**src/rtl/lruc_pkg.sv**
```systemverilog
package lruc_pkg;

  localparam int ENTRIES  = 16;
  localparam int IDX_W    = $clog2(ENTRIES);
  localparam int SCAN_W   = $clog2(ENTRIES + 1);
  localparam int CNT_W    = 5;
  localparam int CAP_W    = 5;
  localparam int KEY_BITS = 32;
  localparam int VAL_W    = 32;
  localparam int OP_W     = 3;

  localparam logic [CAP_W-1:0] CAP_RESET = CAP_W'(16);

  localparam logic [OP_W-1:0] OP_GET   = OP_W'(0);
  localparam logic [OP_W-1:0] OP_PUT   = OP_W'(1);
  localparam logic [OP_W-1:0] OP_ERASE = OP_W'(2);
  localparam logic [OP_W-1:0] OP_PIN   = OP_W'(3);
  localparam logic [OP_W-1:0] OP_UNPIN = OP_W'(4);
  localparam logic [OP_W-1:0] OP_CLEAR = OP_W'(5);

  typedef struct packed {
    logic             start;
    logic             clear_scan;
    logic             scan_rd;
    logic [IDX_W-1:0] rd_addr;
    logic             apply;
    logic             load_out;
  } ctrl_cmd_t;

  typedef struct packed {
    logic evict_more;
  } dp_stat_t;

endpackage

```
**src/rtl/lruc_if.sv**
```systemverilog
interface lruc_req_if;
  import lruc_pkg::*;

  logic                    valid;
  logic                    ready;
  logic [OP_W-1:0]         opcode;
  logic [KEY_BITS-1:0]     lookup_key;
  logic signed [VAL_W-1:0] write_value;

  modport source (output valid, output opcode, output lookup_key, output write_value,
                  input ready);
  modport sink (input valid, input opcode, input lookup_key, input write_value,
                output ready);
endinterface

interface lruc_rsp_if;
  import lruc_pkg::*;

  logic                    valid;
  logic                    ready;
  logic                    success;
  logic signed [VAL_W-1:0] read_value;
  logic [CNT_W-1:0]        entry_count;

  modport source (output valid, output success, output read_value, output entry_count,
                  input ready);
  modport sink (input valid, input success, input read_value, input entry_count,
                output ready);
endinterface

```
**src/rtl/lruc_ctrl.sv**
```systemverilog
module lruc_ctrl (
  input  logic                clk_i,
  input  logic                rst_ni,
  input  logic                in_valid_i,
  output logic                in_ready_o,
  output logic                out_valid_o,
  input  logic                out_ready_i,
  input  lruc_pkg::dp_stat_t  stat_i,
  output lruc_pkg::ctrl_cmd_t cmd_o
);
  import lruc_pkg::*;

  localparam logic [1:0] S_IDLE   = 2'd0;
  localparam logic [1:0] S_SCAN   = 2'd1;
  localparam logic [1:0] S_DECIDE = 2'd2;

  logic [1:0]        state_q, state_d;
  logic [SCAN_W-1:0] cnt_q, cnt_d;
  logic              out_valid_q, out_valid_d;
  logic              out_free;

  assign in_ready_o  = (state_q == S_IDLE);
  assign out_valid_o = out_valid_q;
  assign out_free    = !out_valid_q || out_ready_i;

  always_comb begin
    state_d       = state_q;
    cnt_d         = cnt_q;
    cmd_o         = '0;
    cmd_o.rd_addr = cnt_q[IDX_W-1:0];
    unique case (state_q)
      S_IDLE: begin
        if (in_valid_i) begin
          cmd_o.start      = 1'b1;
          cmd_o.clear_scan = 1'b1;
          cnt_d            = '0;
          state_d          = S_SCAN;
        end
      end
      S_SCAN: begin
        // the compare stage sees each read in the cycle after it is issued
        cmd_o.scan_rd = (cnt_q < SCAN_W'(ENTRIES));
        cnt_d         = cnt_q + 1'b1;
        if (cnt_q == SCAN_W'(ENTRIES)) begin
          state_d = S_DECIDE;
        end
      end
      S_DECIDE: begin
        priority if (stat_i.evict_more) begin
          // one victim dropped, rescan for the next one and a free slot
          cmd_o.apply      = 1'b1;
          cmd_o.clear_scan = 1'b1;
          cnt_d            = '0;
          state_d          = S_SCAN;
        end else if (out_free) begin
          cmd_o.apply    = 1'b1;
          cmd_o.load_out = 1'b1;
          state_d        = S_IDLE;
        end
      end
      default: begin
        state_d = S_IDLE;
      end
    endcase
  end

  always_comb begin
    out_valid_d = out_valid_q;
    if (out_valid_q && out_ready_i) begin
      out_valid_d = 1'b0;
    end
    if (cmd_o.load_out) begin
      out_valid_d = 1'b1;
    end
  end

  always_ff @(posedge clk_i or negedge rst_ni) begin
    if (!rst_ni) begin
      state_q     <= S_IDLE;
      cnt_q       <= '0;
      out_valid_q <= 1'b0;
    end else begin
      state_q     <= state_d;
      cnt_q       <= cnt_d;
      out_valid_q <= out_valid_d;
    end
  end

  a_idle_no_update: assert property (@(posedge clk_i) disable iff (!rst_ni)
    in_ready_o |-> !cmd_o.apply)
    else $error("state update while idle");

  a_load_not_evicting: assert property (@(posedge clk_i) disable iff (!rst_ni)
    cmd_o.load_out |-> !stat_i.evict_more && out_free)
    else $error("response loaded during eviction or into a full slot");

  a_accept_starts_scan: assert property (@(posedge clk_i) disable iff (!rst_ni)
    in_valid_i && in_ready_o |=> state_q == S_SCAN && cnt_q == '0)
    else $error("accepted request did not start a scan");

endmodule

```
**src/rtl/lruc_dpath.sv**
```systemverilog
module lruc_dpath (
  input  logic                                clk_i,
  input  logic                                rst_ni,
  input  lruc_pkg::ctrl_cmd_t                 cmd_i,
  output lruc_pkg::dp_stat_t                  stat_o,
  input  logic                                cfg_we_i,
  input  logic [lruc_pkg::CAP_W-1:0]          cfg_wdata_i,
  input  logic [lruc_pkg::OP_W-1:0]           opcode_i,
  input  logic [lruc_pkg::KEY_BITS-1:0]       lookup_key_i,
  input  logic signed [lruc_pkg::VAL_W-1:0]   write_value_i,
  output logic                                success_o,
  output logic signed [lruc_pkg::VAL_W-1:0]   read_value_o,
  output logic [lruc_pkg::CNT_W-1:0]          entry_count_o
);
  import lruc_pkg::*;

  logic [CAP_W-1:0]    cap_q;
  logic [CNT_W-1:0]    cap_eff;
  logic [OP_W-1:0]     op_q;
  logic [KEY_BITS-1:0] key_q;
  logic [VAL_W-1:0]    val_q;
  logic                first_q;

  logic [ENTRIES-1:0]  valid_q, valid_n;
  logic [ENTRIES-1:0]  pinned_q, pinned_n;
  logic [IDX_W-1:0]    rec_q [ENTRIES];
  logic [IDX_W-1:0]    rec_n [ENTRIES];
  logic [CNT_W-1:0]    count_q, count_n;

  logic [KEY_BITS-1:0] key_mem [ENTRIES];
  logic [VAL_W-1:0]    val_mem [ENTRIES];
  logic [KEY_BITS-1:0] rd_key_q;
  logic [VAL_W-1:0]    rd_val_q;
  logic                cmp_vld_q;
  logic [IDX_W-1:0]    cmp_idx_q;

  // scan results
  logic                hit_q, hit_pin_q;
  logic [IDX_W-1:0]    hit_idx_q, hit_rec_q;
  logic [VAL_W-1:0]    hit_val_q;
  logic                best_q;
  logic [IDX_W-1:0]    best_idx_q, best_rec_q;
  logic                free_q;
  logic [IDX_W-1:0]    free_idx_q;

  logic                c_valid, c_pin;
  logic [IDX_W-1:0]    c_rec;
  logic                take_hit, take_best, take_free;

  logic                ok;
  logic [VAL_W-1:0]    rd;
  logic                evict_more;
  logic                key_we, val_we;
  logic [IDX_W-1:0]    wr_idx;
  logic                drop_en, touch_en, ins_en, pin_set, pin_clr, clr_all;
  logic [IDX_W-1:0]    drop_idx, r_ref;

  logic                out_succ_q;
  logic [VAL_W-1:0]    out_rdv_q;
  logic [CNT_W-1:0]    out_cnt_q;

  assign cap_eff = (cap_q > CAP_W'(ENTRIES)) ? CNT_W'(ENTRIES) : CNT_W'(cap_q);

  assign stat_o.evict_more = evict_more;
  assign success_o         = out_succ_q;
  assign read_value_o      = $signed(out_rdv_q);
  assign entry_count_o     = out_cnt_q;

  always_ff @(posedge clk_i or negedge rst_ni) begin
    if (!rst_ni) begin
      cap_q <= CAP_RESET;
    end else if (cfg_we_i) begin
      cap_q <= cfg_wdata_i;
    end
  end

  always_ff @(posedge clk_i) begin
    if (cmd_i.start) begin
      op_q  <= opcode_i;
      key_q <= lookup_key_i;
      val_q <= $unsigned(write_value_i);
    end
  end

  always_ff @(posedge clk_i) begin
    if (key_we) begin
      key_mem[wr_idx] <= key_q;
    end
    if (val_we) begin
      val_mem[wr_idx] <= val_q;
    end
    if (cmd_i.scan_rd) begin
      rd_key_q <= key_mem[cmd_i.rd_addr];
      rd_val_q <= val_mem[cmd_i.rd_addr];
    end
  end

  always_ff @(posedge clk_i or negedge rst_ni) begin
    if (!rst_ni) begin
      cmp_vld_q <= 1'b0;
    end else begin
      cmp_vld_q <= cmd_i.scan_rd;
    end
  end

  always_ff @(posedge clk_i) begin
    cmp_idx_q <= cmd_i.rd_addr;
  end

  // compare stage: key match, oldest unpinned, lowest free slot
  assign c_valid   = valid_q[cmp_idx_q];
  assign c_pin     = pinned_q[cmp_idx_q];
  assign c_rec     = rec_q[cmp_idx_q];
  assign take_hit  = cmp_vld_q && c_valid && (rd_key_q == key_q) && !hit_q;
  assign take_best = cmp_vld_q && c_valid && !c_pin && (!best_q || (c_rec < best_rec_q));
  assign take_free = cmp_vld_q && !c_valid && !free_q;

  always_ff @(posedge clk_i or negedge rst_ni) begin
    if (!rst_ni) begin
      hit_q  <= 1'b0;
      best_q <= 1'b0;
      free_q <= 1'b0;
    end else if (cmd_i.clear_scan) begin
      hit_q  <= 1'b0;
      best_q <= 1'b0;
      free_q <= 1'b0;
    end else begin
      if (take_hit) begin
        hit_q <= 1'b1;
      end
      if (take_best) begin
        best_q <= 1'b1;
      end
      if (take_free) begin
        free_q <= 1'b1;
      end
    end
  end

  always_ff @(posedge clk_i) begin
    if (take_hit) begin
      hit_idx_q <= cmp_idx_q;
      hit_pin_q <= c_pin;
      hit_rec_q <= c_rec;
      hit_val_q <= rd_val_q;
    end
    if (take_best) begin
      best_idx_q <= cmp_idx_q;
      best_rec_q <= c_rec;
    end
    if (take_free) begin
      free_idx_q <= cmp_idx_q;
    end
  end

  always_comb begin
    ok         = 1'b0;
    rd         = '0;
    evict_more = 1'b0;
    key_we     = 1'b0;
    val_we     = 1'b0;
    wr_idx     = hit_idx_q;
    drop_en    = 1'b0;
    drop_idx   = hit_idx_q;
    touch_en   = 1'b0;
    ins_en     = 1'b0;
    pin_set    = 1'b0;
    pin_clr    = 1'b0;
    clr_all    = 1'b0;
    r_ref      = hit_rec_q;
    unique case (op_q)
      OP_GET: begin
        if (hit_q) begin
          ok       = 1'b1;
          rd       = hit_val_q;
          touch_en = !hit_pin_q;
        end
      end
      OP_PUT: begin
        priority if (hit_q) begin
          val_we   = 1'b1;
          touch_en = !hit_pin_q;
        end else if (first_q && ((cap_eff == '0) ||
                                 ((count_q == cap_eff) && !best_q))) begin
          // refused: no room and nothing evictable
        end else if (count_q >= cap_eff) begin
          if (best_q) begin
            drop_en    = 1'b1;
            drop_idx   = best_idx_q;
            r_ref      = best_rec_q;
            evict_more = 1'b1;
          end else begin
            // pinned entries alone overfill: the new key is dropped
            ok = 1'b1;
          end
        end else begin
          ins_en = 1'b1;
          key_we = 1'b1;
          val_we = 1'b1;
          wr_idx = free_idx_q;
          ok     = 1'b1;
        end
      end
      OP_ERASE: begin
        if (hit_q) begin
          drop_en = 1'b1;
          ok      = 1'b1;
        end
      end
      OP_PIN: begin
        if (hit_q && !hit_pin_q) begin
          pin_set = 1'b1;
          ok      = 1'b1;
        end
      end
      OP_UNPIN: begin
        if (hit_q && hit_pin_q) begin
          pin_clr  = 1'b1;
          touch_en = 1'b1;
          ok       = 1'b1;
        end
      end
      OP_CLEAR: begin
        clr_all = 1'b1;
        ok      = 1'b1;
      end
      default: begin
      end
    endcase
    // write enables only fire on the committing cycle
    key_we = key_we && cmd_i.apply;
    val_we = val_we && cmd_i.apply;
  end

  always_comb begin
    valid_n  = valid_q;
    pinned_n = pinned_q;
    rec_n    = rec_q;
    count_n  = count_q;
    // close the gap left by the removed or touched rank
    for (int i = 0; i < ENTRIES; i++) begin
      if ((drop_en || touch_en) && valid_q[i] && (rec_q[i] > r_ref)) begin
        rec_n[i] = rec_q[i] - 1'b1;
      end
    end
    if (touch_en) begin
      rec_n[hit_idx_q] = IDX_W'(count_q - 1'b1);
    end
    if (drop_en) begin
      valid_n[drop_idx]  = 1'b0;
      pinned_n[drop_idx] = 1'b0;
      count_n            = count_q - 1'b1;
    end
    if (ins_en) begin
      valid_n[free_idx_q]  = 1'b1;
      pinned_n[free_idx_q] = 1'b0;
      rec_n[free_idx_q]    = IDX_W'(count_q);
      count_n              = count_q + 1'b1;
    end
    if (pin_set) begin
      pinned_n[hit_idx_q] = 1'b1;
    end
    if (pin_clr) begin
      pinned_n[hit_idx_q] = 1'b0;
    end
    if (clr_all) begin
      valid_n  = '0;
      pinned_n = '0;
      count_n  = '0;
      for (int i = 0; i < ENTRIES; i++) begin
        rec_n[i] = '0;
      end
    end
  end

  always_ff @(posedge clk_i or negedge rst_ni) begin
    if (!rst_ni) begin
      valid_q  <= '0;
      pinned_q <= '0;
      rec_q    <= '{default: '0};
      count_q  <= '0;
      first_q  <= 1'b0;
    end else begin
      if (cmd_i.apply) begin
        valid_q  <= valid_n;
        pinned_q <= pinned_n;
        rec_q    <= rec_n;
        count_q  <= count_n;
      end
      if (cmd_i.start) begin
        first_q <= 1'b1;
      end else if (cmd_i.apply) begin
        first_q <= 1'b0;
      end
    end
  end

  always_ff @(posedge clk_i) begin
    if (cmd_i.load_out) begin
      out_succ_q <= ok;
      out_rdv_q  <= rd;
      out_cnt_q  <= count_n;
    end
  end

  a_count_matches_valid: assert property (@(posedge clk_i) disable iff (!rst_ni)
    count_q == $countones(valid_q))
    else $error("entry count out of step with valid slots");

  a_pinned_is_valid: assert property (@(posedge clk_i) disable iff (!rst_ni)
    (pinned_q & ~valid_q) == '0)
    else $error("pinned flag on an empty slot");

  a_insert_has_slot: assert property (@(posedge clk_i) disable iff (!rst_ni)
    cmd_i.apply && ins_en |-> free_q)
    else $error("insert without a free slot");

endmodule

```
**src/rtl/lru_cache_with_pinning_top.sv**
```systemverilog
// LRU key/value cache, 16 entries, with pinning.
// req channel (valid/ready): opcode, lookup_key, write_value. One request is
// taken at a time; ready is high only while the block is idle.
// rsp channel (valid/ready): success, read_value, entry_count, one response
// per request, in order.
// cfg_we_i/cfg_wdata_i write the capacity limit; write only while idle.
// Each request scans all slots through the key/value RAM read port, one slot
// a cycle, in the steps accept, scan and decide. The response is loaded into
// the output register in the decide step, and the next request can be taken
// once the block is back in idle. A put that must evict several entries
// (capacity lowered below the count) rescans all slots for each extra
// victim.
// The response sits in an output register; if the receiver stalls, the next
// request is still taken and scanned, and only its commit waits for the slot.
// Reset empties the cache, clears all pins and sets the capacity to 16; no
// clearing pass is needed.
module lru_cache_with_pinning_top (
  input  logic                       clk_i,
  input  logic                       rst_ni,
  lruc_req_if.sink                   req,
  lruc_rsp_if.source                 rsp,
  input  logic                       cfg_we_i,
  input  logic [lruc_pkg::CAP_W-1:0] cfg_wdata_i
);
  import lruc_pkg::*;

  ctrl_cmd_t cmd;
  dp_stat_t  stat;

  lruc_ctrl u_ctrl (
    .clk_i       (clk_i),
    .rst_ni      (rst_ni),
    .in_valid_i  (req.valid),
    .in_ready_o  (req.ready),
    .out_valid_o (rsp.valid),
    .out_ready_i (rsp.ready),
    .stat_i      (stat),
    .cmd_o       (cmd)
  );

  lruc_dpath u_dpath (
    .clk_i         (clk_i),
    .rst_ni        (rst_ni),
    .cmd_i         (cmd),
    .stat_o        (stat),
    .cfg_we_i      (cfg_we_i),
    .cfg_wdata_i   (cfg_wdata_i),
    .opcode_i      (req.opcode),
    .lookup_key_i  (req.lookup_key),
    .write_value_i (req.write_value),
    .success_o     (rsp.success),
    .read_value_o  (rsp.read_value),
    .entry_count_o (rsp.entry_count)
  );

endmodule

```
**src/flat_wrapper.sv**
```systemverilog
// flat-port wrapper written by rule: the top's interface ports become plain ports
module lru_cache_with_pinning_top_flat import lruc_pkg::*;
  (clk_i, rst_ni, cfg_we_i, cfg_wdata_i, req_valid, req_opcode, req_lookup_key, req_write_value, req_ready, rsp_valid, rsp_success, rsp_read_value, rsp_entry_count, rsp_ready);
  lruc_req_if req_i ();
  lruc_rsp_if rsp_i ();
  input  logic clk_i;
  input  logic rst_ni;
  input  logic cfg_we_i;
  input  logic [lruc_pkg::CAP_W-1:0] cfg_wdata_i;
  input wire logic [$bits(req_i.valid)-1:0] req_valid;
  input wire logic [$bits(req_i.opcode)-1:0] req_opcode;
  input wire logic [$bits(req_i.lookup_key)-1:0] req_lookup_key;
  input wire logic [$bits(req_i.write_value)-1:0] req_write_value;
  output wire logic [$bits(req_i.ready)-1:0] req_ready;
  output wire logic [$bits(rsp_i.valid)-1:0] rsp_valid;
  output wire logic [$bits(rsp_i.success)-1:0] rsp_success;
  output wire logic [$bits(rsp_i.read_value)-1:0] rsp_read_value;
  output wire logic [$bits(rsp_i.entry_count)-1:0] rsp_entry_count;
  input wire logic [$bits(rsp_i.ready)-1:0] rsp_ready;
  assign req_i.valid = req_valid;
  assign req_i.opcode = req_opcode;
  assign req_i.lookup_key = req_lookup_key;
  assign req_i.write_value = req_write_value;
  assign req_ready = req_i.ready;
  assign rsp_valid = rsp_i.valid;
  assign rsp_success = rsp_i.success;
  assign rsp_read_value = rsp_i.read_value;
  assign rsp_entry_count = rsp_i.entry_count;
  assign rsp_i.ready = rsp_ready;
  lru_cache_with_pinning_top u_core (.clk_i(clk_i), .rst_ni(rst_ni), .req(req_i), .rsp(rsp_i), .cfg_we_i(cfg_we_i), .cfg_wdata_i(cfg_wdata_i));
endmodule
```
**config.mk**
```make
export PLATFORM = sky130hd
export DESIGN_NAME = lru_cache_with_pinning_top_flat
export DESIGN_NICKNAME = d
export VERILOG_FILES = /design/src/rtl/lruc_pkg.sv /design/src/rtl/lruc_if.sv /design/src/rtl/lruc_ctrl.sv /design/src/rtl/lruc_dpath.sv /design/src/rtl/lru_cache_with_pinning_top.sv /design/src/flat_wrapper.sv
export SDC_FILE = /design/constraint.sdc
export NUM_CORES = 2
export LEC_CHECK = 0
export ABC_AREA = 1
export BUFFER_PORTS_ARGS = -buffer_cell sky130_fd_sc_hd__buf_2
export CAP_MARGIN = 20
export CELL_PAD_IN_SITES_DETAIL_PLACEMENT = 1
export CELL_PAD_IN_SITES_GLOBAL_PLACEMENT = 2
export CORE_ASPECT_RATIO = 1.1
export CORE_MARGIN = 4
export CORE_UTILIZATION = 43
export DETAILED_ROUTE_END_ITERATION = 8
export PLACE_DENSITY = 0.82
export SLEW_MARGIN = 30
export SYNTH_ARGS = -nofsm -noshare
export SYNTH_HDL_FRONTEND = slang
export SYNTH_SLANG_ARGS = --single-unit
```
**constraint.sdc**
```tcl
create_clock -name clk_i -period 5.7 [get_ports clk_i]
set_input_delay 1.14 -clock clk_i [delete_from_list [all_inputs] [get_ports clk_i]]
set_output_delay 1.14 -clock clk_i [all_outputs]
set_load 0.01 [all_outputs]
```
==> impl_results.md <==
* Mean post-synth cell area at between 10 and 15 sq um
* Post-synthesis sequential element count at 1369
* Routed WL per cell at 25.7 um
* RSZ-0062 raised after global routing: false
* Die width at around 360 um
* Post-Place Cell Area at between 60000 and 70000 sq um
* Yosys warns at 0
* CTS Buf Count at 144
* Post-synth EDFFs at 1246
* Setup-failing EPs final at 0
* Critical Path RT at ~6.4 ns
* Worst hold path type: input port to async pin
* PwrDens at 476 nW/um^2
* Setup crit end kind: register
* Vias/cell at a little under 6
* Starting Density at ~43%
* IO Count at between 100 and 150
* Fill cells at ~14000
* Number of buffers added on ports at roughly 120
* HPWL after DPL at slightly above 100 mm
* Startpoint types: register
* # nets final at 5241
* NetSw at 0.0111 W
* Setup slack after layout at ~1.1 ns
* Run status: complete, no violations
* Vias in the first global route at roughly 42000
* Post-CTS Setup Bufs at 0
* Clk root buf: clkbuf_16
* Initial antenna violation count at 2
* Reg clk slew, reported paths at 0.06 ns
* # rows at roughly 140
* Layout Skew at roughly 0.033 ns
* GPL Wtd Cong at between 0.8 and 0.9
* Leak pwr at about 23 nW
* Pin count of the biggest net entering global routing at roughly 240
* Worst VDD drop at between 0.0005 and 0.0006 V
* Cts hold-fix bufs at 0
* Sequential share of power at 42.1%
* Area growth syn-to-layout at 13.3%
* Worst Max-Slew Pin Slew at about 1.0 ns
* Vias after detailed routing at about 40000
* Ant diodes at 0
* Worst path arrival time at approximately 5.2 ns
* Remaining Overflow, GRT at 0
* # DRC at 0
* CP startpoint: u_core.u_dpath.cap_q[1]$_DFFE_PN0P_
* Share of cells above drive strength 1 at 9.80%
* Reg2reg start: u_core.u_dpath.cap_q[1]$_DFFE_PN0P_
* Post-cts sizing count at 0
* H-tree levels at 4
* Final worst path period need at between 4 and 5 ns
* Pre-CTS WS at 1.07 ns
* TNS Setup at 0 ns
* TritonCTS clock tree: done
* Sw Ratio at a little over a third
* Achievable frequency at ~220 MHz
* Synthesized cell area at a little under 60000 sq um
* Fraction of registers with async set/reset at under 10%
* CTS Sinks at between 1000 and 1500
* FF-to-FF path depth at 26
* Final core occ at a little under 50%
* Multi-input gate area at roughly 16000 sq um
* Post-synthesis sequential area ratio at between 60% and 70%
* Post-synth cell types at 44
* Pint at between 0.02 and 0.025 W
* Setup Crit Path Kind: register to register
* Synth Instances at between 5000 and 6000
* Final ANT Viol Nets at 0
* Total Wirelength at about 180 mm
* Clk_lat worst skew at between 0.7 and 0.8 ns
* Worst relative slew slack at between 30% and 40%
* Crit-path max FO at 23
* Finished Cell Area at roughly 66000 sq um
* Comb pwr share at 27.1%
* Die outline area at approximately 140000 sq um
* First-pass GRT wire length at about 270 mm
* Synth Net Count at between 5000 and 6000
* Clock tree buffer depth at 3
* Iteration-0 DRC Markers at around 3400
* Primary FF master, synth: edfxtp_1
* Fin Hold WS at 0.417 ns
* Gr usage total at 25.3%
* Sequential cell area at about 40000 sq um
* Max-Cap Viols at 0
* Fin. max-slew vios at 0
* Final worst path period share at about four fifths
* Drt first pass iters at 5
* Die Y at slightly below 400 um
* Hold Vio Cnt, Final at 0
* Core ar. at 134000 sq um
* Clock share of power at a little under a third
## cells in the final DEF (no fill, tap or decap), types with 23 or more instances in the layout
master / n
buf_2: 115
nand3_1: 265
clkinv_2: 24
clkbuf_1: 29
inv_1: 240
clkbuf_16: 153
o22ai_1: 160
nor3_1: 23
xnor2_1: 28
o21ai_0: 631
edfxtp_1: 1246
o211ai_1: 37
nor2_1: 701
a21oi_1: 196
nand2_1: 716
buf_4: 72
ha_1: 92
dfrtp_1: 115
nor2_4: 41
o221ai_1: 109
## area by class of cell
class	instances	area share, %
Sequential cell	1369	61.6
Multi-Input combinational cell	3097	24.0
Clock buffer	184	6.04
Tap cell	1787	3.40
Timing Repair Buffer	201	2.15
Inverter	259	1.51
Clock inverter	72	1.23
## layer usage
metal	vias up	wire length [um]	GRT usage, %
li1	18100	-	-
met1	20600	72800	31.9
met2	1228	92300	45.1
met3	308	8240	3.23
met4	2	5880	8.71
met5	-	13	0
## registers in the layout (all words and copies together) (netlist names), 3 cells and up
signal and flops:
u_core.u_dpath.cmp_idx_q 4, u_core.u_dpath.op_q 3, u_core.u_dpath.hit_rec_q 4, u_core.u_dpath.rd_key_q 32, u_core.u_dpath.key_mem 512, u_core.u_dpath.count_q 5
u_core.u_dpath.pinned_q 16, u_core.u_dpath.best_idx_q 4, u_core.u_dpath.rec_q 64, u_core.u_dpath.read_value_o 32, u_core.u_dpath.hit_val_q 32, u_core.u_dpath.key_q 32
u_core.u_dpath.hit_idx_q 4, u_core.u_dpath.valid_q 16, u_core.u_dpath.best_rec_q 4, u_core.u_dpath.entry_count_o 5, u_core.u_dpath.rd_val_q 32, u_core.u_dpath.free_idx_q 4
u_core.u_dpath.cap_q 5, u_core.u_dpath.val_q 32, u_core.u_dpath.val_mem 512, u_core.u_ctrl.cnt_q 5
## cell families (layout without fill, tap and decap cells)
kind of cell	count (synthesis)	count (layout)	share of synthesized area, %
simple gates	1791	1791	12.5
flops	1369	1369	69.8
compound gates	1172	1172	11.5
buf+inv	536	716	3.60
fa+ha+maj	92	92	1.98
xor+xnor	40	40	0.604
mux	2	2	0.0367
## path summary, 6_finish.rpt
kind	end	slack (ns)
min in group clk_i	u_core.u_dpath.hit_val_q[28]$_DFFE_PP_	0.42
min	u_core.u_dpath.rec_q[52]$_DFFE_PN0P_	0.42
max reg2reg	u_core.u_dpath.rec_q[50]$_DFFE_PN0P_	1.12
max in group asynchronous	u_core.u_dpath.rec_q[5]$_DFFE_PN0P_	4.20
max	u_core.u_dpath.rec_q[50]$_DFFE_PN0P_	1.12
min reg2reg	u_core.u_dpath.hit_val_q[28]$_DFFE_PP_	0.42
## stage by stage
stage | instances | total power, W
3_3_place_gp | 6710 | 0.0215
2_1_floorplan | 5002 | 0.0182
4_1_cts | 6967 | 0.0314
3_5_place_dp | 6711 | 0.0217
6_report | 6969 | 0.0313
5_1_grt | 6969 | 0.0327
## worst max-delay path: stages (launching register included)
cell and delay (ns):
dfrtp_1 0.40, nor2_1 0.15, nand3_1 0.11, nand2_1 0.07
nand2_1 0.06, ha_1 0.30, nand2_1 0.10, inv_1 0.05
nand3_1 0.08, nand2_1 0.07, nand2_1 0.09, nand2_2 0.11
nor2_4 0.56, nand2_1 0.11, nand2_1 0.71, buf_4 0.31
ha_1 0.24, nand2_1 0.07, o21ai_0 0.08, nor2_1 0.19
nand2_1 0.16, inv_1 0.12, nand2_1 0.06, nand2_1 0.06
nand3_1 0.09, nand2_1 0.08, nand2_1 0.04
## Yosys cell counts (2+ instances only)
master / number / area, sq um
nor3_2: 3 / 30.0
nand2_2: 8 / 50.1
inv_1: 246 / 923
clkbuf_1: 218 / 818
ha_1: 92 / 1150
buf_1: 13 / 48.8
nor4_1: 3 / 18.8
xor2_1: 12 / 105
or2_2: 6 / 37.5
inv_2: 11 / 41.3
o211ai_1: 37 / 278
xnor2_1: 28 / 245
o22ai_1: 160 / 1000
o21bai_1: 2 / 15.0
a21oi_1: 196 / 981
o21ai_0: 635 / 3180
dfrtp_1: 118 / 2950
nor2_1: 736 / 2760
buf_2: 42 / 210
nand2_1: 717 / 2690
o2111ai_1: 3 / 26.3
o21ai_1: 7 / 35.0
buf_4: 2 / 15.0
nand4_1: 13 / 81.3
dfxtp_1: 4 / 80.1
clkinv_1: 2 / 7.51
a22oi_1: 2 / 15.0
o221ai_1: 109 / 955
nor2_2: 9 / 56.3
a211oi_1: 10 / 75.1
edfxtp_1: 1246 / 37400
buf_6: 2 / 22.5
nand3_1: 266 / 1330
o211a_1: 7 / 70.1
nor2_4: 5 / 56.3
nor3_1: 24 / 120
## power by group through the flow
stage	Combinational, W	Clock, W	Sequential (W)
final	0.00847	0.00964	0.0131
after global routing	0.00927	0.0102	0.0132
after CTS	0.00849	0.00980	0.0131
after detailed placement	0.00840	0	0.0133
after global placement	0.00816	0	0.0133
after floorplan	0.00539	0	0.0128
Power figures use the tool's default switching activity.
